### config.mk
export PLATFORM = sky130hd
export DESIGN_NAME = audio_period_zero_timestamper
export DESIGN_NICKNAME = d
export VERILOG_FILES = /design/src/sv/apzt_pkg.sv /design/src/sv/apzt_muldiv.sv /design/src/sv/audio_period_zero_timestamper.sv
export SDC_FILE = /design/constraint.sdc
export NUM_CORES = 2
export LEC_CHECK = 0
export ABC_AREA = 1
export ABC_CLOCK_PERIOD_IN_PS = 9600
export BUFFER_PORTS_ARGS = -buffer_cell sky130_fd_sc_hd__buf_2
export CORE_MARGIN = 2
export CORE_UTILIZATION = 35
export CTS_CLUSTER_DIAMETER = 200
export DETAILED_ROUTE_END_ITERATION = 10
export PLACE_DENSITY_LB_ADDON = 0.25
export SETUP_SLACK_MARGIN = 0.4
export SYNTH_ARGS = -nofsm -noshare
export SYNTH_HDL_FRONTEND = slang
export SYNTH_SLANG_ARGS = --single-unit
### constraint.sdc
create_clock -name clock -period 9.6 [get_ports clock]
set_input_delay 1.44 -clock clock [delete_from_list [all_inputs] [get_ports clock]]
set_output_delay 1.44 -clock clock [all_outputs]
set_load 0.01 [all_outputs]
### src/sv/apzt_pkg.sv
package apzt_pkg;

   localparam int unsigned WORD_W = 64;
   localparam int unsigned COUNT_W = 16;
   localparam int unsigned SAMPLE_W = 63;
   localparam int unsigned CSR_INDEX_W = 2;

   localparam logic OP_MUL = 1'b0;
   localparam logic OP_DIV = 1'b1;

   localparam logic [CSR_INDEX_W-1:0] CSR_NOMINAL = 2'd0;
   localparam logic [CSR_INDEX_W-1:0] CSR_PERIOD = 2'd1;
   localparam logic [CSR_INDEX_W-1:0] CSR_MIN_BASE = 2'd2;

   localparam logic FUNC_OBSERVE = 1'b0;
   localparam logic FUNC_PACKET = 1'b1;

   typedef struct packed {
      logic              start;
      logic              op;
      logic [WORD_W-1:0] hi;
      logic [WORD_W-1:0] lo;
      logic [WORD_W-1:0] b;
   } muldiv_req_type;

   typedef struct packed {
      logic              done;
      logic              busy;
      logic [WORD_W-1:0] hi;
      logic [WORD_W-1:0] lo;
   } muldiv_rsp_type;

endpackage

### src/sv/apzt_muldiv.sv
// one bit per cycle: shift-add multiply (hi:lo = lo * b) or
// restoring divide (lo = hi:lo / b, hi = remainder), one shared adder
module apzt_muldiv (
   input  logic                    clock,
   input  logic                    reset,
   input  apzt_pkg::muldiv_req_type req_i,
   output apzt_pkg::muldiv_rsp_type rsp_o
);

   logic                        busy_ff, busy_in;
   logic                        done_ff, done_in;
   logic                        op_ff, op_in;
   logic [5:0]                  cnt_ff, cnt_in;
   logic [apzt_pkg::WORD_W-1:0] hi_ff, hi_in;
   logic [apzt_pkg::WORD_W-1:0] lo_ff, lo_in;
   logic [apzt_pkg::WORD_W-1:0] b_ff, b_in;

   logic [apzt_pkg::WORD_W:0]   add_x, add_y;
   logic                        add_cin;
   logic [apzt_pkg::WORD_W+1:0] add_res;
   logic                        ge;

   always_comb begin
      if (op_ff == apzt_pkg::OP_DIV) begin
         add_x = {hi_ff, lo_ff[apzt_pkg::WORD_W-1]};
         add_y = ~{1'b0, b_ff};
         add_cin = 1'b1;
      end else begin
         add_x = {1'b0, hi_ff};
         add_y = lo_ff[0] ? {1'b0, b_ff} : '0;
         add_cin = 1'b0;
      end
      add_res = {1'b0, add_x} + {1'b0, add_y} + {{(apzt_pkg::WORD_W+1){1'b0}}, add_cin};
      ge = add_res[apzt_pkg::WORD_W+1];
   end

   always_comb begin
      busy_in = busy_ff;
      done_in = 1'b0;
      op_in = op_ff;
      cnt_in = cnt_ff;
      hi_in = hi_ff;
      lo_in = lo_ff;
      b_in = b_ff;
      if (req_i.start) begin
         op_in = req_i.op;
         b_in = req_i.b;
         hi_in = req_i.hi;
         lo_in = req_i.lo;
         cnt_in = '0;
         if (req_i.op == apzt_pkg::OP_DIV && req_i.hi >= req_i.b) begin
            // quotient would not fit: saturate
            lo_in = '1;
            busy_in = 1'b0;
            done_in = 1'b1;
         end else begin
            busy_in = 1'b1;
         end
      end else if (busy_ff) begin
         if (op_ff == apzt_pkg::OP_DIV) begin
            hi_in = ge ? add_res[apzt_pkg::WORD_W-1:0] : add_x[apzt_pkg::WORD_W-1:0];
            lo_in = {lo_ff[apzt_pkg::WORD_W-2:0], ge};
         end else begin
            hi_in = add_res[apzt_pkg::WORD_W:1];
            lo_in = {add_res[0], lo_ff[apzt_pkg::WORD_W-1:1]};
         end
         cnt_in = cnt_ff + 6'd1;
         if (cnt_ff == 6'd63) begin
            busy_in = 1'b0;
            done_in = 1'b1;
         end
      end
   end

   always_ff @(posedge clock) begin
      if (reset) begin
         busy_ff <= 1'b0;
         done_ff <= 1'b0;
      end else begin
         busy_ff <= busy_in;
         done_ff <= done_in;
      end
      op_ff <= op_in;
      cnt_ff <= cnt_in;
      hi_ff <= hi_in;
      lo_ff <= lo_in;
      b_ff <= b_in;
   end

   assign rsp_o.done = done_ff;
   assign rsp_o.busy = busy_ff;
   assign rsp_o.hi = hi_ff;
   assign rsp_o.lo = lo_ff;

   a_no_start_busy: assert property (@(posedge clock) disable iff (reset)
      req_i.start |-> !busy_ff) else $error("start while busy");
   a_last_step_done: assert property (@(posedge clock) disable iff (reset)
      (busy_ff && cnt_ff == 6'd63 && !req_i.start) |=> (done_ff && !busy_ff))
      else $error("last step did not finish");
   a_start_runs: assert property (@(posedge clock) disable iff (reset)
      req_i.start |=> (busy_ff || done_ff)) else $error("start lost");
   a_fell_done: assert property (@(posedge clock) disable iff (reset)
      $fell(busy_ff) |-> done_ff) else $error("busy ended without done");

endmodule

### src/sv/audio_period_zero_timestamper.sv
// audio period zero timestamper
// req channel: req_tuser = func (0 observe frame/host pair, 1 packet),
// req_tdata = frame_index, host_time, frame_count.
// rsp channel: one item per packet, none per observe item;
// rsp_tuser = published, rsp_tdata = zero_sample, zero_host.
// csr port: csr_we writes csr_wdata to register csr_index (0 nominal ticks
// per frame, 1 period samples, 2 min baseline frames); write only when idle.
// an observe item is taken in idle and does not leave it. a packet with no
// boundary in it passes align, check and out, with an align divide first if
// the boundary fell behind. a publishing packet passes check, host multiply,
// offset multiply and scaled divide, with a measured-rate divide first when
// the baseline allows (it finishes without stepping when that rate saturates);
// the shared bit-serial multiply/divide unit runs each of up to five operations
// (align remainder, measured rate, host of frame, offset product, scaled divide).
// req_tready is low from packet acceptance until its result is taken; a
// stalled rsp_tready holds the result and keeps the input blocked.
// reset (synchronous) clears the anchor, pair, counters and restores the
// register defaults; no clearing pass is needed.
module audio_period_zero_timestamper #(
   parameter int unsigned RATE_FRAC_BITS = 32
) (
   input  logic          clock,
   input  logic          reset,
   input  logic          req_tvalid,
   output logic          req_tready,
   input  logic [143:0]  req_tdata,  // frame_index, host_time, frame_count
   input  logic          req_tuser,  // func
   output logic          rsp_tvalid,
   input  logic          rsp_tready,
   output logic [127:0]  rsp_tdata,  // zero_sample, zero_host, zero pad
   output logic          rsp_tuser,  // published
   input  logic          csr_we,
   input  logic [apzt_pkg::CSR_INDEX_W-1:0] csr_index,
   input  logic [63:0]   csr_wdata
);

   localparam int unsigned W = apzt_pkg::WORD_W;
   localparam int unsigned CW = apzt_pkg::COUNT_W;

   localparam logic [3:0] S_IDLE = 4'd0;
   localparam logic [3:0] S_ALIGN = 4'd1;
   localparam logic [3:0] S_ALIGN_WAIT = 4'd2;
   localparam logic [3:0] S_CHECK = 4'd3;
   localparam logic [3:0] S_RATE_WAIT = 4'd4;
   localparam logic [3:0] S_HOST_MUL = 4'd5;
   localparam logic [3:0] S_HOST_WAIT = 4'd6;
   localparam logic [3:0] S_K_MUL = 4'd7;
   localparam logic [3:0] S_K_WAIT = 4'd8;
   localparam logic [3:0] S_SCALE_DIV = 4'd9;
   localparam logic [3:0] S_DIV_WAIT = 4'd10;
   localparam logic [3:0] S_OUT = 4'd11;

   logic [3:0]    state_ff, state_in;
   logic [W-1:0]  nominal_ff, nominal_in;
   logic [CW-1:0] period_ff, period_in;
   logic [CW-1:0] min_base_ff, min_base_in;
   logic          anchored_ff, anchored_in;
   logic [W-1:0]  anchor_frame_ff, anchor_frame_in;
   logic [W-1:0]  anchor_host_ff, anchor_host_in;
   logic [W-1:0]  latest_frame_ff, latest_frame_in;
   logic [W-1:0]  latest_host_ff, latest_host_in;
   logic [W-1:0]  next_bound_ff, next_bound_in;
   logic [W-1:0]  total_ff, total_in;
   logic [W-1:0]  frame_ff, frame_in;
   logic [CW-1:0] count_ff, count_in;
   logic [CW-1:0] k_ff, k_in;
   logic [W-1:0]  rate_ff, rate_in;
   logic          neg_ff, neg_in;
   logic [W-1:0]  host_ff, host_in;
   logic          pub_ff, pub_in;
   logic [apzt_pkg::SAMPLE_W-1:0] zs_ff, zs_in;
   logic [W-1:0]  zh_ff, zh_in;

   apzt_pkg::muldiv_req_type md_req;
   apzt_pkg::muldiv_rsp_type md_rsp;

   logic [W-1:0]   in_frame, in_host;
   logic [CW-1:0]  in_count;
   logic [CW-1:0]  per;
   logic [W-1:0]   gap, span, dh, dframe, mag, prod_q, q_host;
   logic [2*W-1:0] dh_num, prod;
   logic           measured, pub_cond;

   assign in_frame = req_tdata[63:0];
   assign in_host = req_tdata[127:64];
   assign in_count = req_tdata[143:128];
   assign per = (period_ff == '0) ? {{(CW-1){1'b0}}, 1'b1} : period_ff;

   always_comb begin
      gap = next_bound_ff - total_ff;
      span = latest_frame_ff - anchor_frame_ff;
      dh = latest_host_ff - anchor_host_ff;
      dh_num = {{W{1'b0}}, dh} << RATE_FRAC_BITS;
      measured = anchored_ff && (latest_frame_ff >= anchor_frame_ff)
         && (latest_host_ff > anchor_host_ff) && (span != '0)
         && (span >= {{(W-CW){1'b0}}, min_base_ff});
      pub_cond = anchored_ff && (count_ff != '0) && (next_bound_ff >= total_ff)
         && (gap < {{(W-CW){1'b0}}, count_ff});
      dframe = frame_ff - anchor_frame_ff;
      mag = dframe[W-1] ? (W'(0) - dframe) : dframe;
      prod = {md_rsp.hi, md_rsp.lo};
      prod_q = prod[RATE_FRAC_BITS +: W];
      q_host = prod_q + {{(W-1){1'b0}}, (neg_ff && (prod[RATE_FRAC_BITS-1:0] != '0))};
   end

   always_comb begin
      state_in = state_ff;
      nominal_in = nominal_ff;
      period_in = period_ff;
      min_base_in = min_base_ff;
      anchored_in = anchored_ff;
      anchor_frame_in = anchor_frame_ff;
      anchor_host_in = anchor_host_ff;
      latest_frame_in = latest_frame_ff;
      latest_host_in = latest_host_ff;
      next_bound_in = next_bound_ff;
      total_in = total_ff;
      frame_in = frame_ff;
      count_in = count_ff;
      k_in = k_ff;
      rate_in = rate_ff;
      neg_in = neg_ff;
      host_in = host_ff;
      pub_in = pub_ff;
      zs_in = zs_ff;
      zh_in = zh_ff;
      md_req = '0;

      if (csr_we) begin
         unique case (csr_index)
            apzt_pkg::CSR_NOMINAL: nominal_in = csr_wdata;
            apzt_pkg::CSR_PERIOD: period_in = csr_wdata[CW-1:0];
            apzt_pkg::CSR_MIN_BASE: min_base_in = csr_wdata[CW-1:0];
            default: ;
         endcase
      end

      unique case (state_ff)
         S_IDLE: begin
            if (req_tvalid) begin
               if (req_tuser == apzt_pkg::FUNC_OBSERVE) begin
                  if (!anchored_ff) begin
                     anchored_in = 1'b1;
                     anchor_frame_in = in_frame;
                     anchor_host_in = in_host;
                  end
                  if (!anchored_ff || in_frame > latest_frame_ff) begin
                     latest_frame_in = in_frame;
                     latest_host_in = in_host;
                  end
               end else begin
                  frame_in = in_frame;
                  count_in = in_count;
                  state_in = S_ALIGN;
               end
            end
         end
         S_ALIGN: begin
            if (next_bound_ff < total_ff) begin
               md_req.start = 1'b1;
               md_req.op = apzt_pkg::OP_DIV;
               md_req.hi = '0;
               md_req.lo = total_ff - next_bound_ff;
               md_req.b = {{(W-CW){1'b0}}, per};
               state_in = S_ALIGN_WAIT;
            end else begin
               state_in = S_CHECK;
            end
         end
         S_ALIGN_WAIT: begin
            if (md_rsp.done) begin
               // round up to the period grid: add (per - rem) when rem is nonzero
               next_bound_in = total_ff + ((md_rsp.hi == '0) ? '0
                  : ({{(W-CW){1'b0}}, per} - md_rsp.hi));
               state_in = S_CHECK;
            end
         end
         S_CHECK: begin
            if (pub_cond) begin
               k_in = gap[CW-1:0];
               if (measured) begin
                  md_req.start = 1'b1;
                  md_req.op = apzt_pkg::OP_DIV;
                  md_req.hi = dh_num[2*W-1:W];
                  md_req.lo = dh_num[W-1:0];
                  md_req.b = span;
                  state_in = S_RATE_WAIT;
               end else begin
                  rate_in = nominal_ff;
                  state_in = S_HOST_MUL;
               end
            end else begin
               pub_in = 1'b0;
               zs_in = '0;
               zh_in = '0;
               total_in = total_ff + {{(W-CW){1'b0}}, count_ff};
               state_in = S_OUT;
            end
         end
         S_RATE_WAIT: begin
            if (md_rsp.done) begin
               rate_in = md_rsp.lo;
               state_in = S_HOST_MUL;
            end
         end
         S_HOST_MUL: begin
            neg_in = dframe[W-1];
            md_req.start = 1'b1;
            md_req.op = apzt_pkg::OP_MUL;
            md_req.hi = '0;
            md_req.lo = mag;
            md_req.b = rate_ff;
            state_in = S_HOST_WAIT;
         end
         S_HOST_WAIT: begin
            if (md_rsp.done) begin
               host_in = neg_ff ? (anchor_host_ff - q_host) : (anchor_host_ff + q_host);
               state_in = S_K_MUL;
            end
         end
         S_K_MUL: begin
            md_req.start = 1'b1;
            md_req.op = apzt_pkg::OP_MUL;
            md_req.hi = '0;
            md_req.lo = {{(W-CW){1'b0}}, k_ff};
            md_req.b = rate_ff;
            state_in = S_K_WAIT;
         end
         S_K_WAIT: begin
            if (md_rsp.done) begin
               state_in = S_SCALE_DIV;
            end
         end
         S_SCALE_DIV: begin
            md_req.start = 1'b1;
            md_req.op = apzt_pkg::OP_DIV;
            md_req.hi = '0;
            md_req.lo = prod_q;
            md_req.b = {{(W-CW){1'b0}}, count_ff};
            state_in = S_DIV_WAIT;
         end
         S_DIV_WAIT: begin
            if (md_rsp.done) begin
               pub_in = 1'b1;
               zs_in = next_bound_ff[apzt_pkg::SAMPLE_W-1:0];
               zh_in = host_ff + md_rsp.lo;
               next_bound_in = next_bound_ff + {{(W-CW){1'b0}}, per};
               total_in = total_ff + {{(W-CW){1'b0}}, count_ff};
               state_in = S_OUT;
            end
         end
         S_OUT: begin
            if (rsp_tready) begin
               state_in = S_IDLE;
            end
         end
         default: state_in = S_IDLE;
      endcase
   end

   always_ff @(posedge clock) begin
      if (reset) begin
         state_ff <= S_IDLE;
         nominal_ff <= W'(500) << RATE_FRAC_BITS;
         period_ff <= CW'(512);
         min_base_ff <= CW'(48);
         anchored_ff <= 1'b0;
         anchor_frame_ff <= '0;
         anchor_host_ff <= '0;
         latest_frame_ff <= '0;
         latest_host_ff <= '0;
         next_bound_ff <= '0;
         total_ff <= '0;
      end else begin
         state_ff <= state_in;
         nominal_ff <= nominal_in;
         period_ff <= period_in;
         min_base_ff <= min_base_in;
         anchored_ff <= anchored_in;
         anchor_frame_ff <= anchor_frame_in;
         anchor_host_ff <= anchor_host_in;
         latest_frame_ff <= latest_frame_in;
         latest_host_ff <= latest_host_in;
         next_bound_ff <= next_bound_in;
         total_ff <= total_in;
      end
      frame_ff <= frame_in;
      count_ff <= count_in;
      k_ff <= k_in;
      rate_ff <= rate_in;
      neg_ff <= neg_in;
      host_ff <= host_in;
      pub_ff <= pub_in;
      zs_ff <= zs_in;
      zh_ff <= zh_in;
   end

   apzt_muldiv u_muldiv (
      .clock (clock),
      .reset (reset),
      .req_i (md_req),
      .rsp_o (md_rsp)
   );

   assign req_tready = (state_ff == S_IDLE);
   assign rsp_tvalid = (state_ff == S_OUT);
   assign rsp_tuser = pub_ff;
   assign rsp_tdata = {1'b0, zh_ff, zs_ff};

   a_rsp_hold: assert property (@(posedge clock) disable iff (reset)
      (rsp_tvalid && !rsp_tready) |=>
         (rsp_tvalid && $stable(rsp_tdata) && $stable(rsp_tuser)))
      else $error("result changed while stalled");
   a_one_side: assert property (@(posedge clock) disable iff (reset)
      !(req_tready && rsp_tvalid)) else $error("input open while result waits");
   a_pub_anchored: assert property (@(posedge clock) disable iff (reset)
      (rsp_tvalid && rsp_tuser) |-> anchored_ff) else $error("published unanchored");

endmodule

-- Word level (Yosys, flattened, before mapping)
Index checks and enable logic that the tools add are counted.
- input bits: 216
- output and inout bits: 131
- register bits after elaboration: 1039
- equal/unequal tests: 25
- reduce and logical (&&, ||, !) cells: 35
- add/sub/neg operators: 17
- magnitude comparators: 8
- bitwise logic cells: 3
- muxes and demuxes: 59
- operators by type and width (operator ; count):
    64-bit 2-to-1 mux ; 21
    194-bit one-hot mux with 5 select lines ; 1
    194-bit 2-to-1 mux ; 3
    64-bit one-hot mux with 2 select lines ; 4
    64-bit subtractor ; 6
    64-bit adder ; 3
    64-bit greater-or-equal comparator ; 3
    65-bit 2-to-1 mux ; 2
    64-bit by 16-bit adder with 64-bit output ; 2
    64-bit > comparator ; 2
    63-bit 2-to-1 mux ; 2
    63-bit one-hot mux with 2 select lines ; 1
    65-bit by 65-bit adder with 66-bit output ; 1
    66-bit by 1-bit adder with 66-bit output ; 1
    64-bit NOT with 65-bit output ; 1
    64-bit by 1-bit adder with 64-bit output ; 1
    64-bit by 16-bit greater-or-equal comparator with 1-bit output ; 1
    64-bit zero test ; 1
    64-bit by 16-bit less-than comparator with 1-bit output ; 1
    64-bit less-than comparator ; 1
    64-bit nonzero test ; 1
    1-bit by 64-bit subtractor with 64-bit output (first input constant) ; 1
    16-bit by 64-bit subtractor with 64-bit output ; 1
    4-bit one-hot mux with 12 select lines ; 1
    28 further kinds ; 85

-- Logic depth before layout (Yosys ltp)
- depth in word-level cells: 12
- depth in mapped cells: 50
- depth with buffers taken out: 46

-- Modules after synthesis
From an unflattened synthesis, not the netlist that was laid out.
- cells, all modules: 16876
- area total of the unflattened synthesis: 103783.3 µm²
- modules (own cells, without submodules) (module ; instances ; seq. area each (µm²) ; cells an instance ; area an instance (µm²)):
    audio_period_zero_timestamper ; 1 ; 20309.5 ; 13811 ; 84532.3
    apzt_muldiv ; 1 ; 5955.7 ; 3065 ; 19251.0

-- Least setup slack after synthesis
Ideal clock, no wire load.
- kind: input -> register
- start point: input req_tvalid
- end point: register count_ff[0] (enable)
- stages on the path: 2
- data arrival time: 6908 ps
- data required time: 8984 ps
- buffers on the path: 0
- setup time: 616 ps
- slack: 2075 ps
- cells stage by stage: inv_1 nor3_1
- cells in the longest elaborated chain, start to end: 1
- ends and longest elaborated chain (item ; line ; text):
    start, declared ; audio_period_zero_timestamper.sv:24 ; input logic req_tvalid,
    3-bit AND reduction (no source line) ; - ;
    end signal, assigned ; audio_period_zero_timestamper.sv:288 ; count_ff <= count_in;
    end, declared ; audio_period_zero_timestamper.sv:65 ; logic [CW-1:0] count_ff, count_in;
No other way between the ends.
A chain may end at the register's enable or synchronous reset.

-- Worst setup path in the final report
- start point: register u_muldiv.lo_ff[8] (netlist bit)
- end point: register host_ff[56], data pin
- cells in the longest elaborated chain, start to end: 5
- elaborated cells on any way between the ends: 6
- ends and longest elaborated chain (item ; line ; text):
    start, declared ; apzt_muldiv.sv:15 ; logic [apzt_pkg::WORD_W-1:0] lo_ff, lo_in;
    start signal, assigned ; apzt_muldiv.sv:86 ; lo_ff <= lo_in;
    32-bit nonzero test * ; audio_period_zero_timestamper.sv:103 ; q_host = prod_q + {{(W-1){1'b0}}, (neg_ff && (prod[RATE_FRAC_BITS-1:0] != '0))};
    1-bit logical AND * ; audio_period_zero_timestamper.sv:103 ;
    64-bit by 1-bit adder with 64-bit output * ; audio_period_zero_timestamper.sv:103 ;
    64-bit adder or 64-bit subtractor (tied branches) ; audio_period_zero_timestamper.sv:217 ; host_in = neg_ff ? (anchor_host_ff - q_host) : (anchor_host_ff + q_host);
    64-bit 2-to-1 mux * ; audio_period_zero_timestamper.sv:217 ;
    end signal, assigned ; audio_period_zero_timestamper.sv:292 ; host_ff <= host_in;
    end, declared ; audio_period_zero_timestamper.sv:69 ; logic [W-1:0] host_ff, host_in;
Every way passes the cells marked *; elsewhere a longest branch is shown, timed or not.

==> flow_summary.html <==
<table>
<tr><th>Metric</th><th>Value</th></tr>
<tr><th colspan="2">CTS</th></tr>
<tr><td>H-tree levels</td><td>4</td></tr>
<tr><td>CTS tree</td><td>built</td></tr>
<tr><td>Clock insertion delay at the later pin of the skew report</td><td>0.90 ns</td></tr>
<tr><td>Num Clock Sinks</td><td>just over 1k</td></tr>
<tr><td>Hold buffers post-CTS</td><td>0</td></tr>
<tr><td>Number of setup buffers added after CTS</td><td>0</td></tr>
<tr><td>Clock tree root driver cell</td><td>sky130_fd_sc_hd__clkbuf_16</td></tr>
<tr><td>Max Root-Sink Buffers</td><td>4</td></tr>
<tr><td>Reg clk slew, reported paths</td><td>0.06 ns</td></tr>
<tr><td>Total CTS buffers</td><td>between 100 and 150</td></tr>
<tr><th colspan="2">Synthesis</th></tr>
<tr><td>Library cells used by synthesis</td><td>71</td></tr>
<tr><td>Fraction of registers with async set or reset after synthesis</td><td>0</td></tr>
<tr><td>Sequential fraction of the synthesis area</td><td>0.275</td></tr>
<tr><td>Biggest area contributors in the synthesized netlist</td><td>sky130_fd_sc_hd__edfxtp_1, sky130_fd_sc_hd__nand2_1, sky130_fd_sc_hd__dfxtp_1, sky130_fd_sc_hd__ha_1, sky130_fd_sc_hd__inv_1</td></tr>
<tr><td>Number of enable-type register cells in the synthesized netlist</td><td>about 550</td></tr>
<tr><td>Fraction of synthesized cell area taken by the top area cell type</td><td>0.172</td></tr>
<tr><td>Top cell types by occurrence after synthesis</td><td>sky130_fd_sc_hd__nand2_1, sky130_fd_sc_hd__inv_1, sky130_fd_sc_hd__nor2_1</td></tr>
<tr><td>Most common cell in the netlist</td><td>sky130_fd_sc_hd__nand2_1</td></tr>
<tr><td>Total nets after synthesis</td><td>between 15k and 20k</td></tr>
<tr><td>Largest area contributor in the netlist</td><td>sky130_fd_sc_hd__edfxtp_1</td></tr>
<tr><td>Post-Syn Instances</td><td>14.6k</td></tr>
<tr><td>Syn Std Cell Area</td><td>95500 um^2</td></tr>
<tr><td>Yosys Warn Count</td><td>0</td></tr>
<tr><td>Flip-flop and latch count after synthesis</td><td>1039</td></tr>
<tr><td>Leading register cell type out of synthesis</td><td>sky130_fd_sc_hd__edfxtp_1</td></tr>
<tr><td>Mean cell area of the mapped netlist</td><td>approximately 6.5 um^2</td></tr>
<tr><th colspan="2">Die</th></tr>
<tr><td>Initial cell density of the core</td><td>0.352</td></tr>
<tr><td>Row cnt</td><td>191</td></tr>
<tr><td>Area enclosed by the die boundary</td><td>277000 um^2</td></tr>
<tr><td>Die extent in y</td><td>526 um</td></tr>
<tr><td>Core Area</td><td>about 270000 um^2</td></tr>
<tr><td>Die W</td><td>526 um</td></tr>
<tr><td>Top-level I/O count</td><td>347</td></tr>
<tr><th colspan="2">GRT</th></tr>
<tr><td>Overall track demand over capacity in global routing</td><td>0.364</td></tr>
<tr><td>Sum of overflow across all layers after global routing</td><td>0</td></tr>
<tr><td>Via count of the first global-routing pass</td><td>just under 100k</td></tr>
<tr><td>Pin count of the biggest net entering global routing</td><td>215</td></tr>
<tr><td>Global-route wire length before repair</td><td>726000 um</td></tr>
<tr><td>Antenna violations before repair</td><td>54</td></tr>
<tr><th colspan="2">Finish</th></tr>
<tr><td>Fin nets</td><td>around 16k</td></tr>
<tr><td>Fraction of final layout cells sized beyond drive strength 1</td><td>0.0592</td></tr>
<tr><td>Fin util</td><td>0.391</td></tr>
<tr><td>Layout-stage area growth over the synthesis result</td><td>10.9%</td></tr>
<tr><td>Post-route cell area</td><td>106000 um^2</td></tr>
<tr><th colspan="2">Routing</th></tr>
<tr><td>Initial DRC Count</td><td>11.9k</td></tr>
<tr><td>Routed wire length</td><td>523000 um</td></tr>
<tr><td>Detailed Routing Iterations Pass 1</td><td>8</td></tr>
<tr><td>Count of antenna-violating nets left after detailed routing</td><td>0</td></tr>
<tr><td>Vias per cell</td><td>5.67</td></tr>
<tr><td>Number of vias in the routed layout</td><td>105k</td></tr>
<tr><td>Final routed DRC violation total</td><td>0</td></tr>
<tr><td>Wirelength per Cell</td><td>28.2 um</td></tr>
<tr><th colspan="2">Placed design</th></tr>
<tr><td>Instance area after placement</td><td>between 100000 and 150000 um^2</td></tr>
<tr><td>Number of buffer cells added on primary ports</td><td>~350</td></tr>
<tr><td>Final weighted congestion of routability-driven global placement</td><td>1.13</td></tr>
<tr><td>Detailed Place HPWL</td><td>438000 um</td></tr>
<tr><th colspan="2">Timing</th></tr>
<tr><td>Tightest Pin Transition</td><td>1.54 ns</td></tr>
<tr><td>Clock Skew</td><td>around 0.12 ns</td></tr>
<tr><td>FMAX</td><td>0.110 GHz</td></tr>
<tr><td>Number of hold violations in the final report</td><td>0</td></tr>
<tr><td>Normalized max-slew margin</td><td>-0.0281</td></tr>
<tr><td>Total negative slack for setup checks</td><td>0 ns</td></tr>
<tr><td>Count of pins over their slew limit</td><td>2</td></tr>
<tr><td>Final setup fails</td><td>0</td></tr>
<tr><td>Setup repair after global routing missed its margin</td><td>false</td></tr>
<tr><td>Minimum clock period</td><td>9.09 ns</td></tr>
<tr><td>Part of the cycle the worst path needs</td><td>0.947</td></tr>
<tr><th colspan="2">Run</th></tr>
<tr><td>Count of maximum capacitance violations</td><td>1</td></tr>
<tr><th colspan="2">Critical path</th></tr>
<tr><td>Critical path's largest stage delay</td><td>1.15 ns</td></tr>
<tr><td>Cell at the slowest stage of the critical path</td><td>sky130_fd_sc_hd__a21oi_1</td></tr>
<tr><td>Family with the most delay on the worst path</td><td>compound AO/OA/AOI/OAI gates</td></tr>
<tr><td>Setup CP Type</td><td>flop to flop</td></tr>
<tr><td>Arr. time, crit path</td><td>9.62 ns</td></tr>
<tr><td>Sum of buffers and inverters on the critical path</td><td>4</td></tr>
<tr><td>Startpoint kind of the worst setup timing path</td><td>flop</td></tr>
<tr><td>Required time reported for the critical path endpoint</td><td>10.13 ns</td></tr>
<tr><td>Crit end category</td><td>flop</td></tr>
<tr><td>Maximum fanout along the worst path</td><td>5</td></tr>
<tr><th colspan="2">Power and ir drop</th></tr>
<tr><td>Peak supply drop</td><td>0.146 mV</td></tr>
<tr><td>Power Dens Cells</td><td>between 200 and 300 nW/um^2</td></tr>
<tr><td>Total design power</td><td>0.0285 W</td></tr>
<tr><td>Leakage Power</td><td>48.7 nW</td></tr>
<tr><th colspan="2">Status</th></tr>
<tr><td>Run status</td><td>finished with violations</td></tr>
<tr><td>Failing checks</td><td>max-capacitance violations, max-slew violations</td></tr>
<tr><th colspan="2">Worst hold path</th></tr>
<tr><td>Type of the most critical hold path</td><td>flop to flop</td></tr>
</table>
==> report_power, final <==
| part | switching, W | internal (W) | total (W) |
|---|---|---|---|
| Combinational | 0.0123 | 0.00452 | 0.0168 |
| Sequential | 0.000779 | 0.00547 | 0.00625 |
| Clock | 0.00224 | 0.00312 | 0.00536 |
==> cell type report <==
class,count,area [um^2]
antenna,32,80.1
clock buffer,184,3780
clock inverter,60,742
fill,29900,165000
inverter,2285,8610
multi-input combinational,10900,59000
sequential,1039,26300
tap,3570,4470
timing repair buffer,491,2910
==> worst register-to-register path, delay by kind of cell (launching register included) <==
| family | cells | cell delay (ns) |
|---|---|---|
| compound gates | 7 | 2.82 |
| simple gates | 12 | 2.68 |
| buf+inv | 4 | 0.46 |
| xor+xnor | 3 | 1.37 |
| fa+ha+maj | 2 | 0.71 |
| flops | 1 | 0.68 |
==> timing repair <==
action                                 CTS  global route
endpoints found under the hold margin    0             0
gates resized for setup                  0             1
setup endpoints to repair                0            53
==> logic make-up after synthesis <==
family	Yosys count	share of synthesized area
AND/OR/NAND/NOR	6080	0.266
AO/OA/AOI/OAI	3523	0.204
buffers and inverters	2703	0.108
flip-flops	1039	0.275
adder cells (fa/ha/maj)	763	0.101
XOR/XNOR	502	0.0460
multiplexers	5	0.000590
other	1	0.0000393
==> worst paths after layout <==
path                                   startpoint           endpoint  slack, ns  cells past startpoint
worst min register to register  latest_host_ff[0]  latest_host_ff[0]       0.46                      2
worst max-delay path            u_muldiv.lo_ff[8]        host_ff[56]       0.51                     28
worst max register to register  u_muldiv.lo_ff[8]        host_ff[56]       0.51                     28
worst min-delay path            latest_host_ff[0]  latest_host_ff[0]       0.46                      2
==> metrics by stage <==
step / setup slack, ns / hold slack [ns] / cells
6_report: 0.512 / 0.465 / 18500
5_1_grt: 0.552 / 0.471 / 18500
4_1_cts: 0.842 / 0.466 / 18500
3_5_place_dp: 0.836 / 0.451 / 18300
3_3_place_gp: 0.808 / 0.441 / 18300
2_1_floorplan: 2.08 / 0.429 / 14600
==> registers in the layout, indices dropped and copies added (netlist names), 4 cells and up <==
name	cells
anchor_frame_ff	64
anchor_host_ff	64
frame_ff	64
host_ff	64
latest_frame_ff	64
latest_host_ff	64
next_bound_ff	64
nominal_ff	64
rate_ff	64
total_ff	64
u_muldiv.b_ff	64
u_muldiv.hi_ff	64
u_muldiv.lo_ff	64
zh_ff	64
zs_ff	63
count_ff	16
k_ff	16
min_base_ff	16
period_ff	16
u_muldiv.cnt_ff	6
state_ff	4
==> metal layers <==
layer / global-route usage / part of all wire / wire length (um) / up-vias
met1: 0.445 / 0.39 / 205000 / 49400
met3: 0.0800 / 0.089 / 46500 / 1279
met2: 0.554 / 0.43 / 222000 / 5170
li1: - / - / - / 49200
met5: 0.00208 / 0.00053 / 278 / -
met4: 0.285 / 0.093 / 48600 / 26
==> layout by cell type, fill, tap and decap left out, types with 36 or more instances in the layout <==
| cell | netlist | layout |
|---|---|---|
| sky130_fd_sc_hd__a21boi_0 | 44 | 44 |
| sky130_fd_sc_hd__a21oi_1 | 1529 | 1529 |
| sky130_fd_sc_hd__a221oi_1 | 48 | 48 |
| sky130_fd_sc_hd__a31oi_1 | 186 | 186 |
| sky130_fd_sc_hd__buf_2 | 56 | 345 |
| sky130_fd_sc_hd__buf_4 | 4 | 139 |
| sky130_fd_sc_hd__clkbuf_16 | 0 | 140 |
| sky130_fd_sc_hd__dfxtp_1 | 493 | 493 |
| sky130_fd_sc_hd__edfxtp_1 | 546 | 546 |
| sky130_fd_sc_hd__ha_1 | 750 | 750 |
| sky130_fd_sc_hd__inv_1 | 2228 | 2223 |
| sky130_fd_sc_hd__inv_2 | 44 | 42 |
| sky130_fd_sc_hd__nand2_1 | 2990 | 2987 |
| sky130_fd_sc_hd__nand3_1 | 558 | 557 |
| sky130_fd_sc_hd__nand3b_1 | 36 | 36 |
| sky130_fd_sc_hd__nand4_1 | 239 | 239 |
| sky130_fd_sc_hd__nor2_1 | 1759 | 1754 |
| sky130_fd_sc_hd__nor2_2 | 39 | 40 |
| sky130_fd_sc_hd__nor3_1 | 247 | 243 |
| sky130_fd_sc_hd__nor4_1 | 98 | 98 |
| sky130_fd_sc_hd__o211ai_1 | 125 | 125 |
| sky130_fd_sc_hd__o21a_1 | 93 | 93 |
| sky130_fd_sc_hd__o21ai_0 | 1215 | 1215 |
| sky130_fd_sc_hd__o21bai_1 | 45 | 45 |
| sky130_fd_sc_hd__xnor2_1 | 180 | 180 |
| sky130_fd_sc_hd__xor2_1 | 322 | 321 |
Note: power is estimated with default switching activity, not from simulation.
